`src/hw/rtl/pld3_pkg.sv`:
```
// Package for the point-to-line distance unit.
// Holds shared widths and constants; no dependencies.
`default_nettype none
package pld3_pkg;
  localparam int DIST_BITS = 25;
  localparam int LIM_BITS  = 8;
  localparam logic [DIST_BITS-1:0] DIST_MAX = '1;
endpackage
`default_nettype wire

```
`src/hw/rtl/pld3_sqrt_cell.sv`:
```
// One square-root cell: settles one root bit per clock while enabled.
// Depends on pld3_pkg.
`default_nettype none
module pld3_sqrt_cell #(
  parameter int VB = 8,
  parameter int RB = 4,
  parameter int BIT = 0
) (
  input  wire logic          clk,
  input  wire logic          rst_n,
  input  wire logic          en,
  input  wire logic          vld_in,
  input  wire logic [VB-1:0] v_in,
  input  wire logic [RB-1:0] r_in,
  input  wire logic [RB+1:0] rem_in,
  input  wire logic          flag_in,
  output logic               vld_out,
  output logic [VB-1:0]      v_out,
  output logic [RB-1:0]      r_out,
  output logic [RB+1:0]      rem_out,
  output logic               flag_out
);
  import pld3_pkg::*;
  logic [2*RB-1:0] vx;
  logic [RB+3:0]   acc;
  logic [RB+3:0]   trial;
  logic            ge;
  logic [RB+1:0]   rem_nxt;
  logic [RB-1:0]   r_nxt;

  // Bring down the next two value bits and try to subtract 4*root+1.
  always_comb begin
    vx      = (2*RB)'(v_in);
    acc     = {rem_in, vx[2*BIT+1 -: 2]};
    trial   = (RB+4)'({r_in, 2'b01});
    ge      = acc >= trial;
    rem_nxt = ge ? (RB+2)'(acc - trial) : acc[RB+1:0];
    r_nxt   = {r_in[RB-2:0], ge};
  end

  always_ff @(posedge clk) begin
    if (!rst_n) begin
      vld_out <= 1'b0;
    end else if (en) begin
      vld_out <= vld_in;
    end
  end

  always_ff @(posedge clk) begin
    if (en) begin
      v_out    <= v_in;
      r_out    <= r_nxt;
      rem_out  <= rem_nxt;
      flag_out <= flag_in;
    end
  end
endmodule
`default_nettype wire

```
`config.mk`:
```
export PLATFORM = sky130hd
export DESIGN_NAME = pld3_sqrt_cell
export DESIGN_NICKNAME = d
export VERILOG_FILES = /design/src/hw/rtl/pld3_pkg.sv /design/src/hw/rtl/pld3_sqrt_cell.sv
export SDC_FILE = /design/constraint.sdc
export NUM_CORES = 1
export LEC_CHECK = 0
export ABC_AREA = 1
export BUFFER_PORTS_ARGS = -buffer_cell sky130_fd_sc_hd__clkbuf_2
export CAP_MARGIN = 15
export CORE_ASPECT_RATIO = 0.8
export CORE_MARGIN = 5
export CORE_UTILIZATION = 44
export DETAILED_ROUTE_END_ITERATION = 8
export PLACE_DENSITY = 0.75
export SYNTH_ARGS = -nofsm -noshare
export SYNTH_HDL_FRONTEND = slang
export SYNTH_SLANG_ARGS = --single-unit
```
`constraint.sdc`:
```
create_clock -name clk -period 1.6 [get_ports clk]
set_input_delay 0 -clock clk [delete_from_list [all_inputs] [get_ports clk]]
set_output_delay 0 -clock clk [all_outputs]
set_load 0.005 [all_outputs]
```
; After elaboration in Yosys (flattened, before gate mapping)
; Cells that the tools add are included.
[classes]
mux = 1
addsub = 1
order_cmp = 1
[ops]
columns = op, count
row1 = greater-or-equal comparator 8 x 6 -> 1 bit, 1
row2 = 2-to-1 mux 6 bit, 1
row3 = subtractor 6 bit, 1
[totals]
elab_cells = 8
in_bits = 23
reg_bits = 20
out_inout_bits = 20

; Longest topological paths before layout
; Gate-level depths: netlist (run 1).
[logic_depth]
depth_word = 2
depth_mapped = 9
mapped_depth_nobuf = 9

; Worst setup path before layout (run 1)
; Ideal clock, no wire load.
[synth_path]
path_kind = input -> register
startpoint = input r_in[3]
endpoint = register rem_out[1], data pin
setup_ns = 0.254
path_buffers = 0
arrival_ns = 0.958
required_ns = 1.346
slack_ns = 0.388
stages = 7
path_cell_list = inv_1 > ha_1 > a21o_1 > nor2_8 > nand3_4 > nand2_1 > o21ai_2
[synth_via]
elab_chain_len = 2
[synth_rtl]
columns = item, line_no
row1 = start: declaration, pld3_sqrt_cell.sv:14  ; input wire logic [RB-1:0] r_in,
row2 = greater-or-equal comparator 8 x 6 -> 1 bit, pld3_sqrt_cell.sv:36  ; ge = acc >= trial;
row3 = net ge, pld3_sqrt_cell.sv:27  ; logic ge;
row4 = 2-to-1 mux 6 bit, pld3_sqrt_cell.sv:37  ; rem_nxt = ge ? (RB+2)'(acc - trial) : acc[RB+1:0];
row5 = net rem_nxt[1], pld3_sqrt_cell.sv:28  ; logic [RB+1:0] rem_nxt;
row6 = end signal: assignment, pld3_sqrt_cell.sv:53  ; rem_out <= rem_nxt;
row7 = end: declaration, pld3_sqrt_cell.sv:20  ; output logic [RB+1:0] rem_out,
; The timed path passes the listed nets, and every way through them passes these cells.
; A chain may end at the register's enable or synchronous reset.

; Worst setup path in the final report (run 1)
[layout_path]
startpoint = input v_in[0]
endpoint = register rem_out[1], data pin
[layout_via]
elab_chain_len = 2
elab_cells_between_ends = 3
cone_classes = 1 x add/sub / 1 x order compare / 1 x mux
[layout_rtl]
columns = item, line_no
row1 = start: declaration, pld3_sqrt_cell.sv:13  ; input wire logic [VB-1:0] v_in,
row2 = greater-or-equal comparator 8 x 6 -> 1 bit, pld3_sqrt_cell.sv:36
row3 = net ge, pld3_sqrt_cell.sv:27
row4 = 2-to-1 mux 6 bit, pld3_sqrt_cell.sv:37
row5 = net rem_nxt[1], pld3_sqrt_cell.sv:28
; The timed path passes the listed nets, and every way through them passes these cells.

==> results.json, run 1 <==
{
  "synthesis.nets": 116,
  "diodes": 0,
  "critPathMaxFanout": 8,
  "maxSlewHeadroom_pct": 67.1,
  "synth_compound_area_share_pct": 4.99,
  "hold_viol_final": 0,
  "cts.clk_slew.worst_paths_ps": 110,
  "nFillCells": 176,
  "hp-class": "input pin to flip-flop",
  "fp-row-count": 15,
  "dr.pass1.iters": 4,
  "synth-simple-area-share_pct": 20.7,
  "instances_no_fill": 172,
  "htreeDepth": 1,
  "syn_avg_cell_area_um2": 11.5,
  "muxShareOfSynthArea_pct": 0,
  "maxCapViolCount": 0,
  "cts_tree": "done",
  "final-seq-area_um2": 591,
  "final-setup-viol-count": 0,
  "io_pins": 43,
  "vdd_ir_drop_max_v": 0.000501,
  "clockBufferDepth": 2,
  "startpoint_type": "input pin",
  "final.setup.tns_ps": 0,
  "max_freq_ghz": 0.665,
  "grt_pass1_wl_mm": 3.92,
  "port_buffers": 42,
  "finalCritPeriodShare_pct": 94.0,
  "hpwl_mm": 1.66,
  "die-area_mm2": 0.00334,
  "crit_path_end_kind": "flip-flop",
  "vias": 815,
  "dieWidth_um": 63.4,
  "syn_inst": 87,
  "powerDensity_mw_per_mm2": 834,
  "drcViolationCount": 0,
  "drt_iter0_drc": 42,
  "synth_xor_area_share_pct": 2.62,
  "routed_wl_mm": 2.27,
  "drive_above_1_share_pct": 40.8,
  "layout_commonest_cell": "clkbuf_2",
  "multi_input_area_um2": 364,
  "grt_pass1_vias": 873,
  "dieHeight_um": 52.7,
  "cp.arrival_ps": 1560,
  "layout_common_cells": "42 x clkbuf_2, 19 x edfxtp_1, 16 x nand2_1",
  "cts.sinks": 20,
  "synth_top_family_by_area": "simple AND/OR/NAND/NOR gates",
  "overflow": 0,
  "track_usage_pct": 15.1,
  "ys_seq_area_share_pct": 58.9,
  "status": "completed",
  "netlist_area_mm2": 0.00100,
  "synth_fa_ha_area_share_pct": 7.49,
  "cp_data_required_time_ps": 1660,
  "ant_nets": 0,
  "post-cts-setup-buffers": 0,
  "gp_congestion": 0.814,
  "place_inst": 154,
  "coreArea_mm2": 0.00216,
  "synth-seq-cells": 20,
  "start_util_pct": 46.4,
  "antenna_found_initial": 0,
  "numCtsBuffers": 3,
  "worst-slew-pin-transition_ps": 493,
  "slew_viol_final": 0,
  "detail_route.wl_per_cell_um": 13.2,
  "synth_warnings": 0,
  "rsz0062_at_grt": "no",
  "finalClockSkew_ps": 0,
  "yosysUniqueCellTypes": 21,
  "nets": 177,
  "clkLatencyLatePin_ps": 290,
  "cts-root-buf": "clkbuf_4",
  "critPathKind": "input pin to flip-flop",
  "leakage_nw": 0.705,
  "grt_max_degree": 22,
  "via_per_inst": 4.74,
  "fin_crit_ps": 1500,
  "syn2layout_area_growth_pct": 42.2
}
[state kept, by name, indices dropped and copies added (netlist names)]
register and cells:
r_out 4, rem_out 6, flag_out 1, v_out 8, vld_out 1
[per-layer routing]
metal  wire length [um]  GRT usage, %  vias up  share of wire, %
met5                  0             0        -                 0
met4                 36          6.23        0               1.6
met3                168          3.22        4               7.4
met2               1200          29.1       35                53
li1                   -             -      413                 -
met1                865          16.0      363                38
[area by class of cell]
type	count	area share, %
Tap cell	25	2.19
Multi-Input combinational cell	53	25.5
Timing Repair Buffer	56	24.6
Sequential cell	20	41.4
Inverter	14	3.69
Clock buffer	4	2.55
[timing repair]
item,4_1_cts,5_1_grt
hold buffers,14,0
endpoints found under the setup margin,0,6
endpoints found under the hold margin,13,0
gates resized for setup,0,3
[synthesized netlist by cell type]
library cell | number | area, um^2
nor2_8 | 1 | 20.0
nand2_1 | 17 | 63.8
a21oi_1 | 3 | 15.0
and3_2 | 1 | 7.51
o21ai_0 | 2 | 10.0
nand3_4 | 1 | 17.5
nand3b_1 | 1 | 7.51
nor2_1 | 1 | 3.75
o21ai_2 | 2 | 17.5
inv_1 | 14 | 52.6
edfxtp_1 | 19 | 571
xor2_1 | 2 | 17.5
nand4_1 | 1 | 6.26
nand3_1 | 7 | 35.0
a21o_1 | 1 | 7.51
nand2_2 | 4 | 25.0
ha_1 | 6 | 75.1
xnor2_1 | 1 | 8.76
dfxtp_1 | 1 | 20.0
nor2_4 | 1 | 11.3
nand3_2 | 1 | 10.0
[metrics by stage]
step | cell area, um^2 | hold slack, ps | power, mW | worst slack [ps] | util [%]
floorplan | 1000 | 93.5 | 0.778 | 388 | -
global placement | 1240 | 178 | 0.879 | 237 | 57.6
detailed placement | 1240 | 180 | 0.890 | 202 | 57.6
CTS | 1420 | 8.40 | 1.20 | 34.9 | 65.8
global route | 1430 | 15.0 | 1.26 | 9.09 | 66.0
finish | 1430 | 17.4 | 1.19 | 95.9 | 66.0
[cells by family after synthesis]
kind of cell / Yosys count
compound gates: 8
xor+xnor: 3
fa+ha+maj: 6
buf+inv: 14
flops: 20
simple gates: 36
[worst max-delay path: stages]
cell           delay [ps]
dlygate4sd3_1         530
clkbuf_2              150
inv_1                 100
ha_2                  200
nand3b_1              130
nand2_2                90
nand2_2                90
nand3_4               120
nand2_1               100
o21ai_2                50
[final timing paths]
check             from    endpoint  slack, ps  cells past startpoint
max            v_in[0]  rem_out[1]        100                     10
max reg2reg    vld_out     vld_out        320                      3
min          rem_in[1]  rem_out[3]         20                      3
min reg2reg    vld_out     vld_out       1180                      3
[power breakdown]
part           internal (mW)  switching, mW  total, mW
Combinational          0.126          0.136      0.262
Sequential             0.632         0.0138      0.646
Clock                  0.139          0.142      0.281
Note: power is estimated with default switching activity, not from simulation.
==> inputs of run 2 (changes only) <==
--- a/config.mk
+++ b/config.mk
@@ -13,6 +13,8 @@
 export CORE_UTILIZATION = 44
 export DETAILED_ROUTE_END_ITERATION = 8
 export PLACE_DENSITY = 0.75
+export RECOVER_POWER = 50
+export SLEW_MARGIN = 10
 export SYNTH_ARGS = -nofsm -noshare
 export SYNTH_HDL_FRONTEND = slang
 export SYNTH_SLANG_ARGS = --single-unit
==> run 2 against run 1 <==
  * Utilization decreased by 0.17 points
  * Register-to-register slack got worse by 30 ps
  * Hold slack better by 1.8 ps
  * Critical endpoint unchanged
  * Cell area decreased by 0.26%
==> results.json, run 2 (same netlist as run 1, synthesis figures left out) <==
{
  "final.setup.tns_ps": 0,
  "pre_cts_ws_ps": 202,
  "final-setup-viol-count": 0,
  "maxCapViolCount": 0,
  "diodes": 0,
  "multi_input_area_um2": 364,
  "ant_nets": 0,
  "hold_viol_final": 0,
  "final-seq-area_um2": 591,
  "drt_iter0_drc": 21,
  "largest_register": "v_out",
  "fp-row-count": 15,
  "largest_reg_flops": 8,
  "cts.sinks": 20,
  "leakage_nw": 0.696,
  "start_util_pct": 46.4,
  "die-area_mm2": 0.00334,
  "cp.arrival_ps": 1560,
  "max_freq_ghz": 0.667,
  "antenna_found_initial": 0,
  "slew_viol_final": 0,
  "numCtsBuffers": 3,
  "vias": 819,
  "detail_route.wl_per_cell_um": 13.2,
  "clkLatencyLatePin_ps": 290,
  "coreArea_mm2": 0.00216,
  "largestRegisters": "v_out x8, rem_out x6, r_out x4",
  "nets": 177,
  "vdd_ir_drop_max_v": 0.000508,
  "finalCritPeriodShare_pct": 93.7,
  "fin_crit_ps": 1500,
  "io_pins": 43,
  "grt_pass1_wl_mm": 3.92,
  "drcViolationCount": 0,
  "worst-slew-pin-transition_ps": 1050,
  "via_per_inst": 4.76,
  "grt_pass1_vias": 873,
  "critPathMaxFanout": 8,
  "setup_ws_ps": 101,
  "hpwl_mm": 1.66,
  "finalClockSkew_ps": 0,
  "drive_above_1_share_pct": 38.8,
  "status": "completed",
  "htreeDepth": 1,
  "routed_wl_mm": 2.26,
  "port_buffers": 42,
  "dr.pass1.iters": 4,
  "maxSlewHeadroom_pct": 30.1,
  "hp-class": "input pin to flip-flop",
  "rsz0062_at_grt": "no",
  "cp_data_required_time_ps": 1660,
  "cts-root-buf": "clkbuf_4",
  "grt_max_degree": 22,
  "layout_commonest_cell": "clkbuf_2",
  "clockBufferDepth": 2,
  "startpoint_type": "input pin",
  "layout_common_cells": "39 x clkbuf_2, 19 x edfxtp_1, 16 x nand2_1",
  "syn2layout_area_growth_pct": 41.8,
  "dieWidth_um": 63.4,
  "overflow": 0,
  "powerDensity_mw_per_mm2": 835,
  "track_usage_pct": 15.1,
  "critPathKind": "input pin to flip-flop",
  "nFillCells": 179,
  "cts.clk_slew.worst_paths_ps": 100,
  "crit_path_end_kind": "flip-flop",
  "cts_tree": "done",
  "dieHeight_um": 52.7,
  "gp_congestion": 0.814
}
## run 2: metrics by stage
step	cell area [um^2]	hold WS [ps]	utilization [%]	power [mW]	cells
after detailed placement	1240	180	57.6	0.890	154
after CTS	1420	8.40	65.8	1.20	172
after floorplan	1000	93.5	-	0.778	87
after global routing	1420	15.0	65.9	1.26	172
final	1420	19.2	65.9	1.19	172
after global placement	1240	178	57.6	0.879	154
## run 2: what timing repair did
| action | CTS | global route |
|---|---|---|
| hold buffers | 14 | 0 |
| setup buffers | 0 | 0 |
| resized for setup | 0 | 3 |
| setup endpoints to repair | 0 | 6 |
| hold endpoints to repair | 13 | 0 |
## run 2: metal layers
| layer | GRT usage [%] | routed length (um) | up-vias |
|---|---|---|---|
| li1 | - | - | 413 |
| met1 | 16.0 | 851 | 369 |
| met2 | 29.1 | 1210 | 33 |
| met3 | 3.22 | 164 | 4 |
| met4 | 6.23 | 36 | 0 |
| met5 | 0 | 0 | - |
## run 2: worst max-delay path, stage by stage
cell           delay (ps)
dlygate4sd3_1         530
clkbuf_2              150
inv_1                 100
ha_2                  200
nand3b_1              130
nand2_2                90
nand2_2                90
nand3_4               120
nand2_1               100
o21ai_2                50
## run 2: power breakdown
group / internal (mW) / total, mW / switching, mW
sequential: 0.633 / 0.647 / 0.0139
clock: 0.139 / 0.279 / 0.141
combinational: 0.125 / 0.261 / 0.135
## run 2: cell type report
cell class	count	area share, %
flip-flops and latches	20	41.5
multi-input cells	53	25.6
repair buffers	56	24.4
inverters	14	3.70
clock buffers	4	2.55
well taps	25	2.20
## run 2: final timing paths
kind	start	endpoint	slack (ps)	depth (start not counted)
min	rem_in[1]	rem_out[3]	20	3
min reg2reg	vld_out	vld_out	1180	3
max reg2reg	vld_out	vld_out	290	3
max	v_in[0]	rem_out[1]	100	10
==> inputs of run 3 (changes only) <==
--- a/config.mk
+++ b/config.mk
@@ -9,7 +9,6 @@
 export BUFFER_PORTS_ARGS = -buffer_cell sky130_fd_sc_hd__clkbuf_2
 export CAP_MARGIN = 15
 export CORE_ASPECT_RATIO = 0.8
-export CORE_MARGIN = 5
 export CORE_UTILIZATION = 44
 export DETAILED_ROUTE_END_ITERATION = 8
 export PLACE_DENSITY = 0.75
==> constraint.sdc (replaced) <==
create_clock -name clk -period 1.6 [get_ports clk]
set_input_delay 0.16 -clock clk [delete_from_list [all_inputs] [get_ports clk]]
set_output_delay 0.16 -clock clk [all_outputs]
set_load 0.005 [all_outputs]
==> run 3 against run 2 <==
  * Register-to-register slack better by 630 ps
  * Critical path type unchanged
  * Sequential share of layout area is 4.0 points higher
  * Cell area is 8.8% lower
  * Critical path depth is 1 lower
  * Via count is 6.0% lower
==> results.json, run 3 (same netlist as run 1, synthesis figures left out) <==
{
  "startpoint_type": "input pin",
  "crit_path_end_kind": "flip-flop",
  "cts_tree": "done",
  "cts.sinks": 20,
  "gp_congestion": 0.842,
  "power.total_mw": 1.27,
  "clockBufferDepth": 2,
  "final-setup-viol-count": 0,
  "nets": 164,
  "syn2layout_area_growth_pct": 29.3,
  "track_usage_pct": 15.0,
  "powerDensity_mw_per_mm2": 983,
  "place_area_mm2": 0.00125,
  "layout_common_cells": "36 x clkbuf_2, 19 x edfxtp_1, 17 x nand2_1",
  "crit_start": "r_in[0]",
  "nFillCells": 183,
  "dieWidth_um": 55.4,
  "cts-root-buf": "clkbuf_4",
  "diodes": 0,
  "drive_above_1_share_pct": 38.8,
  "vias": 770,
  "largest_register": "v_out",
  "final-seq-area_um2": 591,
  "numCtsBuffers": 3,
  "ctsResizeCount": 0,
  "finish.instance_area_mm2": 0.00130,
  "reg2reg_to": "vld_out",
  "dr.pass1.iters": 4,
  "critPathMaxFanout": 8,
  "largestRegisters": "v_out x8, rem_out x6, r_out x4",
  "maxSlewHeadroom_pct": 29.7,
  "finalCritPeriodShare_pct": 77.9,
  "via_per_inst": 4.84,
  "post-cts-setup-buffers": 0,
  "net-switching-power_mw": 0.287,
  "cts.clk_slew.worst_paths_ps": 110,
  "fp-row-count": 15,
  "overflow": 0,
  "die-area_mm2": 0.00247,
  "slew_viol_final": 0,
  "hpwl_mm": 1.40,
  "largest_reg_flops": 8,
  "coreArea_mm2": 0.00216,
  "port_buffers": 42,
  "hold_viol_final": 0,
  "dieHeight_um": 44.7,
  "max_freq_ghz": 0.802,
  "fin_crit_ps": 1250,
  "routed_wl_mm": 1.76,
  "timing.reg2reg.setup_slack_ps": 920,
  "ant_nets": 0,
  "reg2reg_from": "vld_out",
  "drcViolationCount": 0,
  "swShare_pct": 22.5,
  "grt_max_degree": 22,
  "rr_worst_depth": 2,
  "detail_route.wl_per_cell_um": 11.1,
  "p_comb_share_pct": 17.7,
  "maxCapViolCount": 0,
  "htreeDepth": 1,
  "cp.arrival_ps": 1320,
  "grt_pass1_vias": 697,
  "cts-hold-fix-buffers": 0,
  "leakage_nw": 0.642,
  "worst-slew-pin-transition_ps": 1050,
  "final.setup.tns_ps": 0,
  "finalClockSkew_ps": 0,
  "clkLatencyLatePin_ps": 290,
  "seq_power_share_pct": 50.6,
  "clock_power_share_pct": 31.7,
  "io_pins": 43,
  "antenna_found_initial": 0,
  "rsz0062_at_grt": "no",
  "grt_pass1_wl_mm": 2.82,
  "multi_input_area_um2": 359,
  "hp-class": "input pin to flip-flop",
  "fin_hold_ws_ps": 28.4,
  "vdd_ir_drop_max_v": 0.000686,
  "status": "completed",
  "cp_data_required_time_ps": 1670,
  "start_util_pct": 46.4,
  "fin_util_pct": 60.1,
  "p_int_mw": 0.987,
  "critPathCapture": "rem_out[1]",
  "drt_iter0_drc": 24,
  "layout_commonest_cell": "clkbuf_2",
  "critPathKind": "input pin to flip-flop"
}
run 3: final cells by class:
| cell class | instances | area share [%] |
|---|---|---|
| multi-input combinational | 53 | 27.7 |
| clock inverter | 1 | 2.32 |
| sequential | 20 | 45.6 |
| clock buffer | 3 | 1.74 |
| timing repair buffer | 43 | 16.2 |
| inverter | 14 | 4.05 |
| tap | 25 | 2.41 |
run 3: metrics by stage:
step           instances  worst slack (ps)
2_1_floorplan         87               228
3_3_place_gp         155               120
3_5_place_dp         155              60.5
4_1_cts              159               396
5_1_grt              159               286
6_report             159               354
run 3: how the worst min path moves through the flow:
stage	cells past startpoint	from	endpoint
floorplan	1	en	vld_out
global placement	1	v_in[4]	v_out[4]
detailed placement	1	v_in[4]	v_out[4]
CTS	1	v_in[2]	v_out[2]
global route	1	v_in[2]	v_out[2]
finish	1	v_in[7]	v_out[7]
run 3: worst max-delay path, stage by stage:
cell and delay, ps:
clkbuf_1 100, inv_1 50, ha_1 370, nand3b_1 120, nand2_1 120, nand2_2 110, nand3_4 120, nand2_1 110
o21ai_2 60
run 3: layer usage:
metal	share of wire (%)	routed length, um	vias up	track usage, %
met1	40	712	340	16.1
met4	2.4	42	0	10.5
met5	0	0	-	0
li1	-	-	387	-
met2	50	881	39	27.0
met3	7.2	126	4	3.51
run 3: power groups by stage:
stage	combinational (mW)	clock, mW	sequential, mW
finish	0.226	0.403	0.644
global route	0.254	0.430	0.649
CTS	0.229	0.413	0.645
detailed placement	0.229	0	0.657
global placement	0.222	0	0.656
floorplan	0.113	0	0.665
