==> src/hw/rtl/pld3_pkg.sv <==
// Package for the point-to-line distance unit.
// Holds shared widths and constants; no dependencies.
`default_nettype none
package pld3_pkg;
  localparam int DIST_BITS = 25;
  localparam int LIM_BITS  = 8;
  localparam logic [DIST_BITS-1:0] DIST_MAX = '1;
endpackage
`default_nettype wire

==> src/hw/rtl/pld3_div_cell.sv <==
// One restoring-division cell: produces one quotient bit per clock while enabled.
// Depends on pld3_pkg.
`default_nettype none
module pld3_div_cell #(
  parameter int NB = 8,
  parameter int DB = 8,
  parameter int QB = 8,
  parameter int BIT = 0
) (
  input  wire logic          clk,
  input  wire logic          rst_n,
  input  wire logic          en,
  input  wire logic          vld_in,
  input  wire logic [NB-1:0] num_in,
  input  wire logic [DB-1:0] den_in,
  input  wire logic [NB:0]   rem_in,
  input  wire logic [QB-1:0] q_in,
  input  wire logic [DB:0]   aux_in,
  output logic               vld_out,
  output logic [NB-1:0]      num_out,
  output logic [DB-1:0]      den_out,
  output logic [NB:0]        rem_out,
  output logic [QB-1:0]      q_out,
  output logic [DB:0]        aux_out
);
  import pld3_pkg::*;
  logic [NB+1:0] shl;
  logic          ge;
  logic [NB:0]   rem_nxt;
  logic [QB-1:0] q_nxt;

  // Shift in the next numerator bit and try the subtraction.
  always_comb begin
    shl     = {rem_in, num_in[BIT]};
    ge      = shl >= (NB+2)'(den_in);
    rem_nxt = ge ? (NB+1)'(shl - (NB+2)'(den_in)) : shl[NB:0];
    q_nxt   = q_in;
    if (BIT < QB) q_nxt[BIT % QB] = ge;
  end

  always_ff @(posedge clk) begin
    if (!rst_n) begin
      vld_out <= 1'b0;
    end else if (en) begin
      vld_out <= vld_in;
    end
  end

  always_ff @(posedge clk) begin
    if (en) begin
      num_out <= num_in;
      den_out <= den_in;
      rem_out <= rem_nxt;
      q_out   <= q_nxt;
      aux_out <= aux_in;
    end
  end
endmodule
`default_nettype wire

==> config.mk <==
export PLATFORM = sky130hd
export DESIGN_NAME = pld3_div_cell
export DESIGN_NICKNAME = d
export VERILOG_FILES = /design/src/hw/rtl/pld3_pkg.sv /design/src/hw/rtl/pld3_div_cell.sv
export SDC_FILE = /design/constraint.sdc
export NUM_CORES = 1
export LEC_CHECK = 0
export BUFFER_PORTS_ARGS = -buffer_cell sky130_fd_sc_hd__buf_2
export CORE_ASPECT_RATIO = 0.9
export CORE_MARGIN = 1.5
export CORE_UTILIZATION = 45
export CTS_CLUSTER_DIAMETER = 150
export DETAILED_ROUTE_END_ITERATION = 6
export PLACE_DENSITY = 0.76
export SYNTH_ARGS = -nofsm -noshare
export SYNTH_HDL_FRONTEND = slang
export SYNTH_SLANG_ARGS = --single-unit
==> constraint.sdc <==
create_clock -name clk -period 2.5 [get_ports clk]
set_input_delay 0.125 -clock clk [delete_from_list [all_inputs] [get_ports clk]]
set_output_delay 0.125 -clock clk [all_outputs]
set_load 0.03 [all_outputs]
* Word level (Yosys, flattened, before mapping) *
Index checks and enable logic that the tools add are counted.

word-level totals
  register bits = 43
  bits in latches = 0
  bits in writable memories = 0
  ROM bits = 0
  input port bits = 46
  output and inout port bits = 43
  logic and storage cells = 9
  memories kept = 0

cells by class
  add/sub/neg operators = 1
  multipliers = 0
  div/mod/pow operators = 0
  order comparisons = 1
  equal/unequal tests = 0
  shift-type cells = 0
  multiplexer cells = 1
  bitwise gates (word level) = 0
  reduce and logical (&&, ||, !) cells = 0

operators with widths
  cell                                                           number
  10-bit by 8-bit greater-or-equal comparator with 1-bit output  1
  9-bit 2-to-1 mux                                               1
  9-bit by 8-bit subtractor with 9-bit output                    1

* Longest topological paths before layout *
Gate-level depths: netlist of the first run.

  word-level depth = 2
  gate-level depth with buffers = 10
  gate-level depth less buffers = 9

* Worst setup path after synthesis of the first run *
No wires, ideal clock.

  path kind = input port to flip-flop
  from = input num_in[0]
  to = register rem_out[1], data pin
  setup time = 0.262 ns
  data arrival time = 1.682 ns
  data required time = 2.238 ns
  slack = 0.556 ns
  stages on the path = 8
  buffers on the path = 0
  cell sequence = inv_1 > ha_1 > inv_1 > fa_1 > nand3_1 > a21oi_1 > nor4b_4 > mux2_1

on the way
  word-level cells in the longest chain between the ends = 2
  elaborated cells on any way between the ends = 3
  classes of those cells = add/sub: 1; order compare: 1; mux: 1

RTL lines
  item                                                                                                                          line                                      source
  start: declaration                                                                                                            pld3_div_cell.sv:14                       input wire logic [NB-1:0] num_in,
  9-bit by 8-bit subtractor with 9-bit output or 10-bit by 8-bit greater-or-equal comparator with 1-bit output (tied branches)  pld3_div_cell.sv:36, pld3_div_cell.sv:35
  9-bit 2-to-1 mux (*)                                                                                                          pld3_div_cell.sv:36                       rem_nxt = ge ? (NB+1)'(shl - (NB+2)'(den_in)) : shl[NB:0];
  named net rem_nxt[1]                                                                                                          pld3_div_cell.sv:29                       logic [NB:0] rem_nxt;
  end signal: assignment                                                                                                        pld3_div_cell.sv:53                       rem_out <= rem_nxt;
  end: declaration                                                                                                              pld3_div_cell.sv:22                       output logic [NB:0] rem_out,

The timed path passes the listed nets; every way through them passes the cells marked *.
A chain may end at the register's enable or synchronous reset.

* Final worst setup path of the first run *
  from = input den_in[5]
  to = register rem_out[7], data pin

on the way
  word-level cells in the longest chain between the ends = 2
  elaborated cells on any way between the ends = 3
  classes of those cells = add/sub: 1; order compare: 1; mux: 1

RTL lines
  item                                                                                                                          line                                      source
  start: declaration                                                                                                            pld3_div_cell.sv:15                       input wire logic [DB-1:0] den_in,
  9-bit by 8-bit subtractor with 9-bit output or 10-bit by 8-bit greater-or-equal comparator with 1-bit output (tied branches)  pld3_div_cell.sv:36, pld3_div_cell.sv:35
  9-bit 2-to-1 mux (*)                                                                                                          pld3_div_cell.sv:36
  named net rem_nxt[7]                                                                                                          pld3_div_cell.sv:29

Marks and branches as above.

==> flow_metrics.tcl, run 1 <==
set metrics [dict create \
    rr_worst_depth 2 \
    area_growth_pct 47.2 \
    drtPass1Iterations 4 \
    die_h_microns 63.2 \
    fin_util 0.706 \
    vias_per_cell 4.74 \
    synth_area_sq_um 1810 \
    antenna_found_initial 0 \
    clock-sinks 43 \
    dieArea_sq_um 4420 \
    power.leakage_nw 1.17 \
    die_w_microns 69.9 \
    io_buffers 87 \
    grt_pass1_vias 1256 \
    cts-buffers-inserted 5 \
    crit_type "in2reg" \
    holdPathEnd "den_out[2]" \
    gr-usage-all-layers 0.184 \
    cts_buffer_depth 2 \
    fin_nets 296 \
    path_clk_slew_ns 0.08 \
    cts_tree "built" \
    critPathMaxFanout 6 \
    globalplace.congestion 0.810 \
    ys_seq_area_frac 0.706 \
    min_period_ns 2.13 \
    drt-total-wl_microns 3870 \
    maxCapViolCount 0 \
    synth_top_family_by_area "simple AND/OR/NAND/NOR gates" \
    syn_inst 121 \
    min_from "den_in[2]" \
    crit_path_top_delay_cell "dlygate4sd3_1" \
    synth-simple-area-share 0.0897 \
    start_kind "input port" \
    hpwl_microns 2740 \
    synthesis.nets 176 \
    crit_required_ns 2.54 \
    worst_ep_arrival_time_ns 2.17 \
    hold_path.class "in2reg" \
    layout-drive-gt1-share 0.413 \
    rsz0062_at_grt "no" \
    core_area_sq_um 3780 \
    path_cells "dlygate4sd3_1, buf_2, inv_1, ha_1, a21oi_1, o21ai_1, nor4b_4, buf_4, nor2b_1, a41oi_1" \
    power_density_nw_per_um2 682 \
    clk_latency_ns 0.29 \
    synth-xor-area-share 0.0145 \
    drtIter0Drc 88 \
    max_freq_mhz 470 \
    grt_pass1_wl_microns 6050 \
    setup_viol 0 \
    peakVddDrop_uv 488 \
    end_kind "flip-flop" \
    drc 0 \
    slew_violations 0 \
    antenna_cells 0 \
    vias 1364 \
    cts-root-buf "clkbuf_8" \
    hold_depth 1 \
    io_pins 89 \
    worst_pin_slew_ns 0.493 \
    grt_max_degree 23 \
    synth_area_per_cell_sq_um 15.0 \
    wl_per_cell_microns 13.4 \
    hold_violations 0 \
    clock-skew-final_ns 0 \
    relSlewSlack 0.671 \
    start_util 0.479 \
    synth-seq-cells 43 \
    r2r_end "vld_out" \
    synth_cell_type_count 31 \
    htreeDepth 2 \
    grt_overflow 0 \
    antenna_left 0 \
    yosysWarnings 0 \
    status "completed" \
    synth_compound_area_frac 0.0772 \
    max_stage_delay_ns 0.53 \
    finalCritPeriodShare 0.852 \
    reg2reg_from "vld_out" \
    rrSetupSlack_ns 1.90 \
    rows 21 \
    synthAdderAreaFrac 0.0662 \
    fin_tns_setup_ns 0 \
    muxShareOfSynthArea 0.0172 \
]
placed cells by master (no fill, tap or decap), types with 2 or more instances in the layout:
master	Yosys	layout
clkbuf_8	0	5
buf_4	0	3
nand2_1	10	10
buf_2	0	87
edfxtp_1	42	42
nor2_1	4	4
inv_1	11	11
mux2i_1	2	2
nand2b_1	2	2
nand4_1	2	2
o31ai_1	2	2
dlygate4sd3_1	0	24
a21oi_1	7	7
nor2b_1	3	3
nand4b_1	2	2
ha_1	8	8
a21boi_0	2	2
o21ai_0	6	6
xor2_1	2	2
cells by family after synthesis:
group	Yosys count
flops	43
simple gates	28
compound gates	23
buf+inv	12
fa+ha+maj	9
xor+xnor	3
mux	3
routing by layer:
layer	track usage	routed length [microns]	up-vias
li1	-	-	689
met1	0.233	1660	602
met2	0.290	1780	67
met3	0.0672	371	6
met4	0.0673	53	0
met5	0	0	-
Yosys cell counts:
cell / count / area (sq um)
nand3_1: 1 / 5.00
nor2b_1: 3 / 18.8
nor2_1: 4 / 15.0
nand2b_1: 2 / 12.5
o21a_1: 1 / 7.51
nand3b_1: 1 / 7.51
o21ai_1: 1 / 5.00
o211ai_1: 1 / 7.51
xor2_1: 2 / 17.5
inv_1: 11 / 41.3
a21boi_0: 2 / 15.0
nand2_1: 10 / 37.5
buf_6: 1 / 11.3
nor4b_4: 1 / 23.8
a21oi_1: 7 / 35.0
o31ai_1: 2 / 15.0
a41oi_1: 1 / 8.76
a21oi_2: 1 / 8.76
ha_1: 8 / 100
nor3_1: 1 / 5.00
xnor2_1: 1 / 8.76
fa_1: 1 / 20.0
nand4b_1: 2 / 17.5
dfxtp_1: 1 / 20.0
nor3b_1: 1 / 7.51
edfxtp_1: 42 / 1260
nand4_1: 2 / 12.5
mux2_1: 1 / 11.3
mux2i_1: 2 / 20.0
o21ai_0: 6 / 30.0
o21bai_1: 1 / 7.51
through the flow:
stage               hold slack [ns]  power [mW]  area, sq um  std cells  setup slack (ns)
finish                       0.0183        1.82         2670        288             0.371
global route                0.00138        1.91         2670        288             0.264
CTS                        0.000783        1.83         2620        283             0.477
detailed placement            0.304        1.27         2320        256             0.341
global placement              0.301        1.26         2320        256             0.392
floorplan                     0.224        1.14         1810        121             0.556
repair_timing:
| item | CTS | global route |
|---|---|---|
| gates resized for setup | 0 | 0 |
| hold buffers | 19 | 5 |
| endpoints found under the hold margin | 19 | 5 |
| buffers inserted | 0 | 0 |
layout make-up:
type / count / area, sq um
clock buffer: 5 / 68.8
clock inverter: 3 / 43.8
fill: 276 / 1110
inverter: 11 / 41.3
multi-input combinational: 66 / 480
sequential: 43 / 1280
tap: 46 / 57.6
timing repair buffer: 114 / 698
flip-flops by register name, summed over array words and instances (netlist names):
signal and count:
aux_out 9, rem_out 9, den_out 8, num_out 8
q_out 8, vld_out 1
critical path, delay by kind of cell:
family	cells	cell delay (ns)
buf+inv	4	0.87
simple gates	2	0.46
compound gates	3	0.36
fa+ha+maj	1	0.36
how the worst max path moves through the flow:
stage          slack (ns)  startpoint  depth (start not counted)    endpoint
2_1_floorplan        0.56   num_in[0]                          8  rem_out[1]
3_3_place_gp         0.39   num_in[0]                         11  rem_out[7]
3_5_place_dp         0.34   num_in[0]                         11  rem_out[7]
4_1_cts              0.48   den_in[7]                         10  rem_out[7]
5_1_grt              0.26   den_in[5]                         10  rem_out[7]
6_report             0.37   den_in[5]                         10  rem_out[7]
power breakdown:
group	internal (mW)	total [mW]	switching, mW
Clock	0.297	0.538	0.241
Sequential	0.869	0.885	0.0154
Combinational	0.146	0.399	0.254
Total	1.31	1.82	0.510
No activity file was read; power rests on OpenSTA's default activity.
==> inputs of run 2 (changes only) <==
CORE_MARGIN = 5   (was 1.5)
PLACE_DENSITY = 0.9   (was 0.76)
==> run 2 against run 1 <==
Non-clock buffer count shrank 17. Setup slack gained 0.27 ns. Core utilization shrank 4.4 points. Sequential power is essentially flat. Global-route usage shrank 3.1 points.
==> flow_metrics.tcl, run 2 (synthesis gave the netlist of run 1 again) <==
set metrics [dict create \
    gr-usage-all-layers 0.153 \
    path_cells "buf_2, inv_1, ha_1, inv_1, fa_1, nand3_1, a21oi_1, nor4b_4, buf_4, nor2b_1, a41oi_1" \
    vias_per_cell 4.98 \
    post_cts_resized 0 \
    cts-root-buf "clkbuf_8" \
    wl_per_cell_microns 15.0 \
    holdPathEnd "q_out[6]" \
    worst_ep_arrival_time_ns 1.90 \
    crit_path_top_delay_cell "fa_1" \
    antenna_left 0 \
    clk_latency_ns 0.29 \
    min_period_ns 1.86 \
    path_clk_slew_ns 0.08 \
    drc 0 \
    htreeDepth 2 \
    grt_max_degree 44 \
    critPathBufInv 4 \
    hold_depth 1 \
    total_power_mw 1.89 \
    rsz0062_at_grt "no" \
    slew_violations 0 \
    grt_pass1_vias 1389 \
    hpwl_microns 3010 \
    cts_tree "built" \
    end_kind "flip-flop" \
    holdWs_ns 0.00952 \
    peakVddDrop_uv 346 \
    start_util 0.476 \
    max_stage_delay_ns 0.41 \
    hold_violations 0 \
    min_from "q_in[6]" \
    multi_input_comb_area_sq_um 480 \
    final_cell_mix "87 x buf_2, 42 x edfxtp_1, 11 x inv_1" \
    stdcell_area_sq_um 2520 \
    fin_nets 279 \
    grt_overflow 0 \
    start_kind "input port" \
    critPathMaxFanout 6 \
    max_freq_mhz 537 \
    vias 1350 \
    power.leakage_nw 1.10 \
    antenna_found_initial 0 \
    area_growth_pct 39.1 \
    drtIter0Drc 36 \
    die_h_microns 70.2 \
    cpLargestDelayFamily "simple AND/OR/NAND/NOR gates" \
    cts-buffers-inserted 5 \
    core_area_sq_um 3810 \
    reg2reg_from "vld_out" \
    globalplace.congestion 0.865 \
    status "completed" \
    antenna_cells 0 \
    maxCapViolCount 0 \
    fillers 279 \
    mostFrequentLayoutCell "buf_2" \
    crit_required_ns 2.54 \
    die_w_microns 76.9 \
    reg.largest.list "aux_out (9), rem_out (9)" \
    io_pins 89 \
    r2r_end "vld_out" \
    layout-drive-gt1-share 0.436 \
    dieArea_sq_um 5400 \
    regArea_sq_um 1280 \
    finalCritPeriodShare 0.746 \
    critPathLaunch "num_in[0]" \
    io_buffers 87 \
    clock-skew-final_ns 0 \
    clock-sinks 43 \
    grt_pass1_wl_microns 6450 \
    setup_viol 0 \
    fin_tns_setup_ns 0 \
    drtPass1Iterations 4 \
    rows 21 \
    cp_common_cell "inv_1" \
    power_density_nw_per_um2 748 \
    dpl_cell_area_sq_um 2310 \
    rrSetupSlack_ns 1.91 \
    relSlewSlack 0.390 \
    drt-total-wl_microns 4070 \
    crit_type "in2reg" \
    worst_pin_slew_ns 0.915 \
    rr_worst_depth 2 \
    cts_buffer_depth 2 \
    hold_path.class "in2reg" \
]
run 2: how the worst max path moves through the flow:
stage / end / cells past startpoint
after floorplan: rem_out[1] / 8
after global placement: rem_out[7] / 11
after detailed placement: rem_out[7] / 11
after CTS: rem_out[7] / 11
after global routing: rem_out[7] / 11
final: rem_out[7] / 11
run 2: area by class of cell:
type	instances	share of cell area
tap	46	0.0228
timing repair buffer	97	0.210
sequential	43	0.508
clock buffer	6	0.0288
multi-input combinational	66	0.190
inverter	11	0.0164
clock inverter	2	0.0238
run 2: per-layer routing:
| layer | up-vias | GRT usage | part of all wire | wire length (microns) |
|---|---|---|---|---|
| met3 | 5 | 0.0578 | 0.11 | 437 |
| met1 | 617 | 0.176 | 0.39 | 1610 |
| li1 | 655 | - | - | - |
| met4 | 0 | 0.0641 | 0.013 | 53 |
| met2 | 73 | 0.254 | 0.48 | 1970 |
| met5 | - | 0 | 0 | 0 |
run 2: timing repair:
action                                  in CTS  in global routing
hold endpoints to repair                     7                  1
endpoints found under the setup margin       0                  0
hold buffers                                 7                  1
setup buffers                                0                  0
run 2: metrics by stage:
| stage | instances | utilization | setup WS, ns |
|---|---|---|---|
| 4_1_cts | 270 | 0.660 | 0.648 |
| 6_report | 271 | 0.662 | 0.636 |
| 3_5_place_dp | 255 | 0.607 | 0.334 |
| 2_1_floorplan | 121 | - | 0.556 |
| 3_3_place_gp | 255 | 0.607 | 0.385 |
| 5_1_grt | 271 | 0.662 | 0.503 |
run 2: power by group:
group / internal [mW] / switching (mW)
combinational: 0.129 / 0.254
sequential: 0.870 / 0.0145
clock: 0.399 / 0.222
==> inputs of run 3 (changes only) <==
CORE_UTILIZATION = 41   (was 45)
PLACE_DENSITY = 0.86   (was 0.9)
clock period = 1.61 ns   (was 2.5 ns; I/O delays follow)
==> run 3 against run 2 <==
The run now ends with setup timing left. Non-clock buffer count is 46 higher. Clock power is 7.9% higher. Hold slack better by 0.0083 ns. Setup slack worse by 0.67 ns. Clock skew stayed put. Via count is 22% higher. Core utilization is 2.6 points higher. Highest routed layer unchanged.
==> flow_metrics.tcl, run 3 (synthesis gave the netlist of run 1 again) <==
set metrics [dict create \
    setup_viol 1 \
    peakVddDrop_uv 362 \
    stdcell_area_sq_um 3010 \
    grt_pass1_vias 1682 \
    max_stage_delay_ns 0.36 \
    cts_buffer_depth 2 \
    cts-root-buf "clkbuf_8" \
    relSlewSlack 0.753 \
    worst_pin_slew_ns 0.370 \
    gr-usage-all-layers 0.212 \
    drt-total-wl_microns 6240 \
    cts_tree "built" \
    start_util 0.415 \
    antenna_left 0 \
    status "complete, but fails checks" \
    layout-drive-gt1-share 0.502 \
    end_kind "flip-flop" \
    fin_tns_setup_ns -0.0378 \
    fin_nets 325 \
    grt_overflow 0 \
    hold_path.class "in2reg" \
    violations "setup timing" \
    crit_path_top_delay_cell "fa_2" \
    die_w_microns 80.1 \
    clock-skew-final_ns 0 \
    clock-sinks 43 \
    slew_violations 0 \
    final_cell_count_no_fill 333 \
    drc 0 \
    core_area_sq_um 4370 \
    globalplace.congestion 0.790 \
    grt_pass1_wl_microns 9030 \
    drtPass1Iterations 4 \
    crit_type "in2reg" \
    path_cells "buf_6, inv_12, ha_4, inv_2, fa_2, nand3_4, buf_4, a21boi_1, o21ai_0, nor3b_2, o31ai_1" \
    clk_latency_ns 0.29 \
    finalWorstSetupSlack_ns -0.0378 \
    power_density_nw_per_um2 941 \
    dieArea_sq_um 5860 \
    power.leakage_nw 1.31 \
    die_h_microns 73.1 \
    cts-buffers-inserted 5 \
    drtIter0Drc 158 \
    worst_ep_arrival_time_ns 1.69 \
    cpLargestDelayFamily "compound AO/OA/AOI/OAI gates" \
    critPathMaxFanout 2 \
    maxCapViolCount 0 \
    max_freq_mhz 607 \
    critPathBufInv 4 \
    wl_per_cell_microns 18.7 \
    fin_util 0.688 \
    antenna_found_initial 0 \
    hpwl_microns 3530 \
    hold_violations 0 \
    final_cell_mix "86 x buf_2, 42 x edfxtp_1, 30 x dlygate4sd3_1" \
    mostFrequentLayoutCell "buf_2" \
    finalCritPeriodShare 1.02 \
    path_clk_slew_ns 0.08 \
    dpl_cell_area_sq_um 2530 \
    vias 1646 \
    area_growth_pct 65.9 \
    reg.largest.list "aux_out (9), rem_out (9)" \
    placedCellCount 290 \
    htreeDepth 2 \
    io_pins 89 \
    rows 23 \
    crit_required_ns 1.65 \
    grt_max_degree 31 \
    total_power_mw 2.83 \
    start_kind "input port" \
    io_buffers 87 \
    antenna_cells 0 \
    vias_per_cell 4.94 \
    min_period_ns 1.65 \
]
run 3: cell types whose count changed in the layout (fill, tap and decap cells not counted), sizes merged:
cell,previous run,this run
clkinv,0,1
buf,89,113
bufinv,2,0
clkinvlp,0,1
dlygate4sd3,8,30
run 3: final timing paths:
path                            slack (ns)          to  cells past startpoint       from
worst max-delay path                 -0.04  rem_out[6]                     11  num_in[0]
worst min-delay path                  0.02  den_out[0]                      1  den_in[0]
worst max register to register        0.98     vld_out                      2    vld_out
worst min register to register        0.56     vld_out                      2    vld_out
run 3: repair_timing:
action                                  in CTS  in global routing
hold buffers                                30                  0
hold endpoints to repair                    30                  0
setup buffers                                1                  4
pin swaps                                    2                  5
gates resized for setup                      2                 10
endpoints found under the setup margin       1                  9
run 3: layout make-up:
type | count | area [sq um]
multi-input cells | 66 | 562
clock buffers | 6 | 72.6
repair buffers | 143 | 950
fillers | 283 | 1370
flip-flops and latches | 43 | 1280
clock inverters | 2 | 12.5
well taps | 62 | 77.6
inverters | 11 | 53.8
run 3: where the power goes:
group / internal (mW) / switching, mW / total [mW] / leakage [nW]
Combinational: 0.310 / 0.468 / 0.779 / 0.847
Sequential: 1.35 / 0.0327 / 1.38 / 0.419
Clock: 0.303 / 0.366 / 0.670 / 0.0412
run 3: per-stage QoR:
step	hold slack [ns]	worst slack, ns
CTS	0.000238	0.0141
floorplan	0.179	-0.109
global placement	0.257	-0.282
finish	0.0178	-0.0378
detailed placement	0.259	-0.315
global route	0.0159	-0.125
run 3: metal layers:
layer / wire length, microns / vias up / GRT usage
met5: 0 / - / 0
met2: 3230 / 107 / 0.394
met4: 204 / 0 / 0.0807
met1: 2230 / 773 / 0.226
li1: - / 744 / -
met3: 576 / 22 / 0.0605
